==> src/hw/rtl/bts_pkg.sv <==
`timescale 1ns / 1ps

package bts_pkg;

    typedef enum logic [2:0] {
        FUNC_TICK       = 3'd0,
        FUNC_WRITE_DONE = 3'd1,
        FUNC_QSEL_DONE  = 3'd2,
        FUNC_QREAD_DONE = 3'd3,
        FUNC_READ_DONE  = 3'd4
    } func_t;

    typedef enum logic [1:0] {
        ACT_NONE  = 2'd0,
        ACT_WRITE = 2'd1,
        ACT_QUERY = 2'd2,
        ACT_READ  = 2'd3
    } action_t;

    localparam logic [7:0] SLOTS_MIN   = 8'd1;
    localparam logic [7:0] SLOTS_MAX   = 8'd128;
    localparam logic [7:0] SLOTS_RESET = 8'd5;

    localparam logic [0:0] REG_WRITES_BEFORE_QUERY = 1'd0;

endpackage

==> src/hw/rtl/bridge_tx_rx_slot_scheduler_core.sv <==
`timescale 1ns / 1ps

// Transaction slot scheduler for a bridge.
// Input channel (s_*): one item per timer tick or per bus completion (write,
// query select, query read, read). Result channel (m_*): exactly one item per
// input item, giving the transaction to issue, its byte count, a refused flag,
// the new phase and the running byte totals.
// Pipeline: an input register feeds the decision logic, which writes the
// result register and the scheduler state in the same edge. A result passes
// through the input register and then the result register; one item per
// cycle is sustained when m_ready stays high.
// When the receiver stalls, the result register holds and the input register
// still takes one more item; s_ready drops only when both are full.
// Reset (aresetn low, synchronous) empties both stages and sets phase 0, not
// busy, 5 write slots per round, no pending receive bytes and zero totals.
// APB register 0 (writes_before_query) is clamped to 1..128 on write and
// adopted by the next tick that finds phase zero, the link up and not busy.
module bridge_tx_rx_slot_scheduler_core #(
    parameter int MAX_PAYLOAD = 32,
    parameter int FIFO_DEPTH  = 256
) (
    input  logic        aclk,
    input  logic        aresetn,

    input  logic        s_valid,
    output logic        s_ready,
    input  logic [2:0]  s_func,
    input  logic        s_link_connected,
    input  logic        s_engine_ready,
    input  logic [8:0]  s_tx_fill,
    input  logic [8:0]  s_rx_space,
    input  logic        s_status_ok,
    input  logic [7:0]  s_partner_count,

    output logic        m_valid,
    input  logic        m_ready,
    output logic [1:0]  m_action,
    output logic [7:0]  m_byte_count,
    output logic        m_refused,
    output logic [7:0]  m_phase_now,
    output logic [31:0] m_sent_total,
    output logic [31:0] m_received_total,

    input  logic        psel,
    input  logic        penable,
    input  logic        pwrite,
    input  logic [2:0]  paddr,
    input  logic [31:0] pwdata,
    output logic [31:0] prdata,
    output logic        pready
);
    import bts_pkg::*;

    localparam logic [7:0] MAX_PL = 8'(MAX_PAYLOAD);
    localparam logic [8:0] DEPTH  = 9'(FIFO_DEPTH);

    // input stage
    logic        in_valid_reg;
    logic [2:0]  in_func_reg;
    logic        in_link_reg;
    logic        in_eng_ready_reg;
    logic [8:0]  in_tx_fill_reg;
    logic [8:0]  in_rx_space_reg;
    logic        in_ok_reg;
    logic [7:0]  in_pcount_reg;

    // result stage
    logic        out_valid_reg;
    logic [1:0]  out_action_reg;
    logic [7:0]  out_count_reg;
    logic        out_refused_reg;

    // scheduler state
    logic [7:0]  phase_reg, phase_next;
    logic        busy_reg, busy_next;
    logic [7:0]  active_writes_reg, active_writes_next;
    logic [7:0]  pending_rx_reg, pending_rx_next;
    logic [31:0] tx_total_reg, tx_total_next;
    logic [31:0] rx_total_reg, rx_total_next;
    logic [7:0]  wbq_reg;
    logic        slots_pending_reg, slots_pending_next;

    logic [1:0]  action_next;
    logic [7:0]  count_next;
    logic        refused_next;

    logic        out_adv;
    logic        in_adv;
    logic        cfg_wr;
    logic [7:0]  cfg_clamped;

    assign out_adv = !out_valid_reg || m_ready;
    assign in_adv  = in_valid_reg && out_adv;
    assign s_ready = !in_valid_reg || out_adv;

    assign cfg_wr  = psel && penable && pwrite && (paddr[2] == REG_WRITES_BEFORE_QUERY);
    assign pready  = 1'b1;
    assign prdata  = (paddr[2] == REG_WRITES_BEFORE_QUERY) ? {24'd0, wbq_reg} : 32'd0;

    always_comb begin
        cfg_clamped = pwdata[7:0];
        if (cfg_clamped < SLOTS_MIN) begin
            cfg_clamped = SLOTS_MIN;
        end
        if (cfg_clamped > SLOTS_MAX) begin
            cfg_clamped = SLOTS_MAX;
        end
    end

    always_comb begin
        logic [8:0] tx_sat;
        logic [8:0] rx_sat;
        logic [7:0] n;
        logic       to_query;

        tx_sat = (in_tx_fill_reg > DEPTH) ? DEPTH : in_tx_fill_reg;
        rx_sat = (in_rx_space_reg > DEPTH) ? DEPTH : in_rx_space_reg;
        n      = 8'd0;
        to_query = 1'b0;

        phase_next         = phase_reg;
        busy_next          = busy_reg;
        active_writes_next = active_writes_reg;
        pending_rx_next    = pending_rx_reg;
        tx_total_next      = tx_total_reg;
        rx_total_next      = rx_total_reg;
        slots_pending_next = slots_pending_reg;
        action_next        = ACT_NONE;
        count_next         = 8'd0;
        refused_next       = 1'b0;

        unique case (in_func_reg)
            FUNC_TICK: begin
                if (in_link_reg && !busy_reg) begin
                    if (phase_reg < active_writes_reg) begin
                        if (phase_reg == 8'd0 && slots_pending_reg) begin
                            active_writes_next = wbq_reg;
                            slots_pending_next = 1'b0;
                        end
                        if (tx_sat == 9'd0) begin
                            phase_next = active_writes_next;
                            to_query   = 1'b1;
                        end else begin
                            n = (tx_sat > {1'b0, MAX_PL}) ? MAX_PL : tx_sat[7:0];
                            if (!in_eng_ready_reg) begin
                                refused_next = 1'b1;
                            end else begin
                                tx_total_next = tx_total_reg + {24'd0, n};
                                busy_next     = 1'b1;
                                action_next   = ACT_WRITE;
                                count_next    = n;
                            end
                        end
                    end
                    // phase_next equals phase_reg here unless the query jump fired
                    if (to_query || phase_next == active_writes_next) begin
                        if (rx_sat == 9'd0) begin
                            phase_next = 8'd0;
                        end else if (!in_eng_ready_reg) begin
                            refused_next = 1'b1;
                        end else begin
                            busy_next   = 1'b1;
                            action_next = ACT_QUERY;
                        end
                    end else if (phase_next > active_writes_next) begin
                        if (pending_rx_reg == 8'd0 || rx_sat == 9'd0) begin
                            phase_next = 8'd0;
                        end else begin
                            n = (pending_rx_reg > MAX_PL) ? MAX_PL : pending_rx_reg;
                            if ({1'b0, n} > rx_sat) begin
                                n = rx_sat[7:0];
                            end
                            // a refused read still consumes the pending count
                            pending_rx_next = pending_rx_reg - n;
                            if (!in_eng_ready_reg) begin
                                refused_next = 1'b1;
                            end else begin
                                rx_total_next = rx_total_reg + {24'd0, n};
                                busy_next     = 1'b1;
                                action_next   = ACT_READ;
                                count_next    = n;
                            end
                        end
                    end
                end
            end
            FUNC_WRITE_DONE: begin
                busy_next = 1'b0;
                if (in_ok_reg) begin
                    phase_next = phase_reg + 8'd1;
                end
            end
            FUNC_QSEL_DONE: begin
                if (!in_ok_reg) begin
                    busy_next  = 1'b0;
                    phase_next = 8'd0;
                end
            end
            FUNC_QREAD_DONE: begin
                busy_next = 1'b0;
                if (in_ok_reg) begin
                    pending_rx_next = in_pcount_reg;
                    phase_next = (in_pcount_reg != 8'd0) ? (phase_reg + 8'd1) : 8'd0;
                end else begin
                    phase_next = 8'd0;
                end
            end
            FUNC_READ_DONE: begin
                busy_next = 1'b0;
                if (in_ok_reg && pending_rx_reg != 8'd0) begin
                    phase_next = active_writes_reg + 8'd1;
                end else begin
                    phase_next = 8'd0;
                end
            end
            default: begin
            end
        endcase
    end

    always_ff @(posedge aclk) begin
        if (!aresetn) begin
            in_valid_reg      <= 1'b0;
            out_valid_reg     <= 1'b0;
            phase_reg         <= 8'd0;
            busy_reg          <= 1'b0;
            active_writes_reg <= SLOTS_RESET;
            pending_rx_reg    <= 8'd0;
            tx_total_reg      <= 32'd0;
            rx_total_reg      <= 32'd0;
            wbq_reg           <= SLOTS_RESET;
            slots_pending_reg <= 1'b0;
        end else begin
            if (s_valid && s_ready) begin
                in_valid_reg <= 1'b1;
            end else if (in_adv) begin
                in_valid_reg <= 1'b0;
            end

            if (in_adv) begin
                out_valid_reg     <= 1'b1;
                phase_reg         <= phase_next;
                busy_reg          <= busy_next;
                active_writes_reg <= active_writes_next;
                pending_rx_reg    <= pending_rx_next;
                tx_total_reg      <= tx_total_next;
                rx_total_reg      <= rx_total_next;
            end else if (m_ready) begin
                out_valid_reg <= 1'b0;
            end

            if (cfg_wr) begin
                wbq_reg           <= cfg_clamped;
                slots_pending_reg <= 1'b1;
            end else if (in_adv) begin
                slots_pending_reg <= slots_pending_next;
            end
        end
    end

    always_ff @(posedge aclk) begin
        if (s_valid && s_ready) begin
            in_func_reg      <= s_func;
            in_link_reg      <= s_link_connected;
            in_eng_ready_reg <= s_engine_ready;
            in_tx_fill_reg   <= s_tx_fill;
            in_rx_space_reg  <= s_rx_space;
            in_ok_reg        <= s_status_ok;
            in_pcount_reg    <= s_partner_count;
        end
        if (in_adv) begin
            out_action_reg  <= action_next;
            out_count_reg   <= count_next;
            out_refused_reg <= refused_next;
        end
    end

    assign m_valid          = out_valid_reg;
    assign m_action         = out_action_reg;
    assign m_byte_count     = out_count_reg;
    assign m_refused        = out_refused_reg;
    assign m_phase_now      = phase_reg;
    assign m_sent_total     = tx_total_reg;
    assign m_received_total = rx_total_reg;

    a_refused_no_action: assert property (@(posedge aclk) disable iff (!aresetn)
        out_valid_reg && out_refused_reg |-> out_action_reg == ACT_NONE)
        else $error("refused item carries an action");

    a_count_only_on_transfer: assert property (@(posedge aclk) disable iff (!aresetn)
        out_valid_reg && out_count_reg != 8'd0 |->
            (out_action_reg == ACT_WRITE || out_action_reg == ACT_READ))
        else $error("byte count without a write or read");

    a_busy_tick_idle: assert property (@(posedge aclk) disable iff (!aresetn)
        in_adv && busy_reg && in_func_reg == FUNC_TICK |=>
            out_action_reg == ACT_NONE && !out_refused_reg && $stable(phase_reg))
        else $error("tick acted while busy");

    a_slots_range: assert property (@(posedge aclk) disable iff (!aresetn)
        active_writes_reg >= SLOTS_MIN && active_writes_reg <= SLOTS_MAX)
        else $error("write slot count out of range");

endmodule

==> config.mk <==
export PLATFORM = sky130hd
export DESIGN_NAME = bridge_tx_rx_slot_scheduler_core
export DESIGN_NICKNAME = d
export VERILOG_FILES = /design/src/hw/rtl/bts_pkg.sv /design/src/hw/rtl/bridge_tx_rx_slot_scheduler_core.sv
export SDC_FILE = /design/constraint.sdc
export NUM_CORES = 1
export LEC_CHECK = 0
export BUFFER_PORTS_ARGS = -buffer_cell sky130_fd_sc_hd__clkbuf_2
export CAP_MARGIN = 5
export CORE_ASPECT_RATIO = 0.7
export CORE_MARGIN = 3
export CORE_UTILIZATION = 35
export DETAILED_ROUTE_END_ITERATION = 7
export GPL_ROUTABILITY_DRIVEN = 1
export PLACE_DENSITY = 0.58
export SYNTH_ARGS = -nofsm -noshare
export SYNTH_HDL_FRONTEND = slang
export SYNTH_SLANG_ARGS = --single-unit
==> constraint.sdc <==
create_clock -name aclk -period 5.7 [get_ports aclk]
set_input_delay 0.57 -clock aclk [delete_from_list [all_inputs] [get_ports aclk]]
set_output_delay 0.57 -clock aclk [all_outputs]
set_load 0.1 [all_outputs]
==> impl_metrics.tcl <==
set metrics [dict create \
    antenna_found_initial 0 \
    arrival_ns 5.50 \
    power.internal_uw 1830 \
    p_seq_share_pct 41.9 \
    cts_root_buffer "clkbuf_16" \
    power.density_nw_per_um2 260 \
    fillers 2278 \
    status "complete, no violations" \
    n_antenna_cell 0 \
    final_nets 1213 \
    netlist.area_leader.share_pct 23.6 \
    switchingPower_uw 785 \
    switching_share_pct 30.0 \
    syn_inst 940 \
    avgRoutedWirePerCell_um 16.9 \
    start_util_pct 36.5 \
    setup_viol 0 \
    leakage_uw 0.00406 \
    cts_buffers 17 \
    clk_latency_ns 0.43 \
    grt_pass1_vias 6796 \
    worst_clock_skew_ns 0.0138 \
    fmax_mhz 195 \
    async_flop_share_pct 0 \
    critPathKind "reg -> reg" \
    min_period_ns 5.13 \
    timing.rr.start "active_writes_reg[2]" \
    clk_pin_slew_ns 0.07 \
    hold_violations 0 \
    cts-htree-levels 4 \
    synth_top_area_cell "dfxtp_1" \
    ctsResizeCount 0 \
    fin_crit_sh_pct 90.1 \
    drt-initial-drc-count 443 \
    r2r_cells 15 \
    reg2reg_slack_ns 0.57 \
    rsz0062_at_grt "no" \
    p_total_uw 2620 \
    dp_hpwl_um 18000 \
    grt_use_total_pct 18.2 \
    first_pass_iters 5 \
    critical_path.endpoint_type "flop" \
    ant_nets 0 \
    worstHoldStart "s_func[0]" \
    regArea_um2 3290 \
    relSlewSlack_pct 28.8 \
    placed_cell_area_um2 9460 \
    synthTopCellsByCount "dfxtp_1 (100), nor2_1 (100), o21ai_0 (63), a21oi_1 (58), nand2_1 (54)" \
    synthDistinctLibCells 72 \
    cts_sinks 143 \
    die_h_um 136 \
    worstReg2RegEnd "m_received_total[24]" \
    std_cell_rows 46 \
    boundaryPins 192 \
    overflow 0 \
    fin_tns_setup_ns 0 \
    clock_power_share_pct 43.8 \
    grt_max_degree 46 \
    post_route_cells_drive_above_1_share_pct 18.3 \
    synth_edf_count 43 \
    worst_pin_slew_ns 1.06 \
    portBuffers 140 \
    die_w_um 192 \
    whs_endpoint "in_func_reg[0]" \
    post-cts-setup-buffers 0 \
    cp-start-kind "flop" \
    routed_wl_um 23900 \
    hp-class "in -> reg" \
    final_area_um2 10100 \
    min_path_cells 1 \
    grt_pass1_wl_um 37400 \
    ys_seq_area_share_pct 38.8 \
    ys_dominant_reg_cell "dfxtp_1" \
    crit_fanout 11 \
    yosys_warnings 0 \
    cts_tree "done" \
    cap_violations 0 \
    ir_worst_vdd_uv 214 \
    area_growth_syn_to_layout_pct 18.6 \
    clockBufferDepth 2 \
    synthTopCellsByArea "dfxtp_1 (24%), edfxtp_1 (15%), ha_1 (7.2%)" \
    drv_slew 0 \
    synth-seq-cells 143 \
    multi_input_area_um2 4860 \
    holdBufCountCts 0 \
    cp.required_ns 6.06 \
    dr_total_vias 7383 \
    comb_power_share_pct 14.3 \
    synth.avg_cell_area_um2 9.02 \
    viasPerCell 5.23 \
    gp_congestion 0.888 \
    dieArea_um2 26200 \
    drc 0 \
    core_um2 23200 \
    synthesis.area_um2 8480 \
]
-- logic make-up after synthesis --
kind of cell,share of synthesized area [%]
AOI/OAI and AO/OA,15.6
xor gates and xnor gates,5.48
adders and majority gates,7.94
buffers and inverters,4.99
DFF,38.8
muxes,4.87
other,0.0886
and+or+nand+nor,22.2
-- placed cells by master (no fill, tap or decap), types with 8 or more instances in the layout --
cell type | Yosys | routed
clkbuf_16 | 0 | 19
inv_1 | 30 | 29
nand2b_1 | 16 | 16
nand4_1 | 17 | 17
nand3_1 | 26 | 26
o21ai_1 | 8 | 8
nor2_1 | 100 | 100
a21oi_1 | 58 | 58
xnor2_1 | 40 | 40
and3_1 | 18 | 18
and2_1 | 13 | 13
clkbuf_2 | 0 | 140
nand2_1 | 54 | 54
buf_4 | 25 | 13
or3_1 | 16 | 16
nor2b_1 | 22 | 22
conb_1 | 2 | 29
xor2_1 | 13 | 13
dfxtp_1 | 100 | 100
o21ai_0 | 63 | 63
or4_1 | 10 | 10
edfxtp_1 | 43 | 43
nor4_1 | 13 | 13
a211oi_1 | 12 | 12
nor3_1 | 18 | 18
o21a_1 | 10 | 10
ha_1 | 49 | 49
mux2i_1 | 39 | 39
-- critical path: stages (launching register included) --
cell and delay (ns):
dfxtp_1 0.44, inv_1 0.12, ha_1 0.20, or4_1 0.51
a21oi_2 0.16, o31a_2 0.18, nand3_1 0.49, mux2i_1 0.37
ha_1 0.28, nand4_1 0.20, nor2_1 0.14, a211oi_1 0.49
o211ai_1 0.25, or4_1 0.70, or3_1 0.39, a21oi_1 0.14
-- through the flow --
stage | utilization [%] | hold slack (ns) | cells | setup WS (ns)
finish | 43.4 | 0.308 | 1412 | 0.566
detailed placement | 40.8 | 0.477 | 1380 | 0.720
global route | 43.4 | 0.290 | 1412 | 0.204
CTS | 43.4 | 0.287 | 1412 | 0.649
floorplan | - | 0.448 | 967 | 0.894
global placement | 40.8 | 0.469 | 1380 | 0.768
-- how the worst max path moves through the flow --
stage	startpoint	to	slack, ns	depth (start not counted)
after floorplan	m_phase_now[2]	m_received_total[28]	0.89	17
final	active_writes_reg[2]	m_received_total[24]	0.57	15
after detailed placement	active_writes_reg[2]	m_received_total[24]	0.72	15
after CTS	active_writes_reg[2]	m_received_total[24]	0.65	15
after global placement	active_writes_reg[2]	m_received_total[24]	0.77	15
after global routing	m_phase_now[2]	m_received_total[22]	0.20	14
-- layer usage --
| metal | routed length (um) | track usage, % | up-vias |
|---|---|---|---|
| met5 | 0 | 0 | - |
| met4 | 188 | 3.80 | 0 |
| met3 | 1680 | 4.72 | 17 |
| met2 | 9590 | 25.2 | 223 |
| met1 | 12400 | 28.1 | 3457 |
| li1 | - | - | 3686 |
-- power by group through the flow --
stage / clock (uW) / sequential, uW / combinational, uW
2_1_floorplan: 0 / 1160 / 257
3_3_place_gp: 0 / 1120 / 367
3_5_place_dp: 0 / 1120 / 370
4_1_cts: 1170 / 1100 / 371
5_1_grt: 1220 / 1100 / 403
6_report: 1150 / 1100 / 374
-- layout make-up --
class	instances	area share (%)
tap	312	3.88
clock inverter	12	1.18
inverter	30	1.12
multi-input combinational	742	48.4
timing repair buffer	153	7.94
clock buffer	20	4.77
sequential	143	32.7
Note: power is estimated with default switching activity, not from simulation.
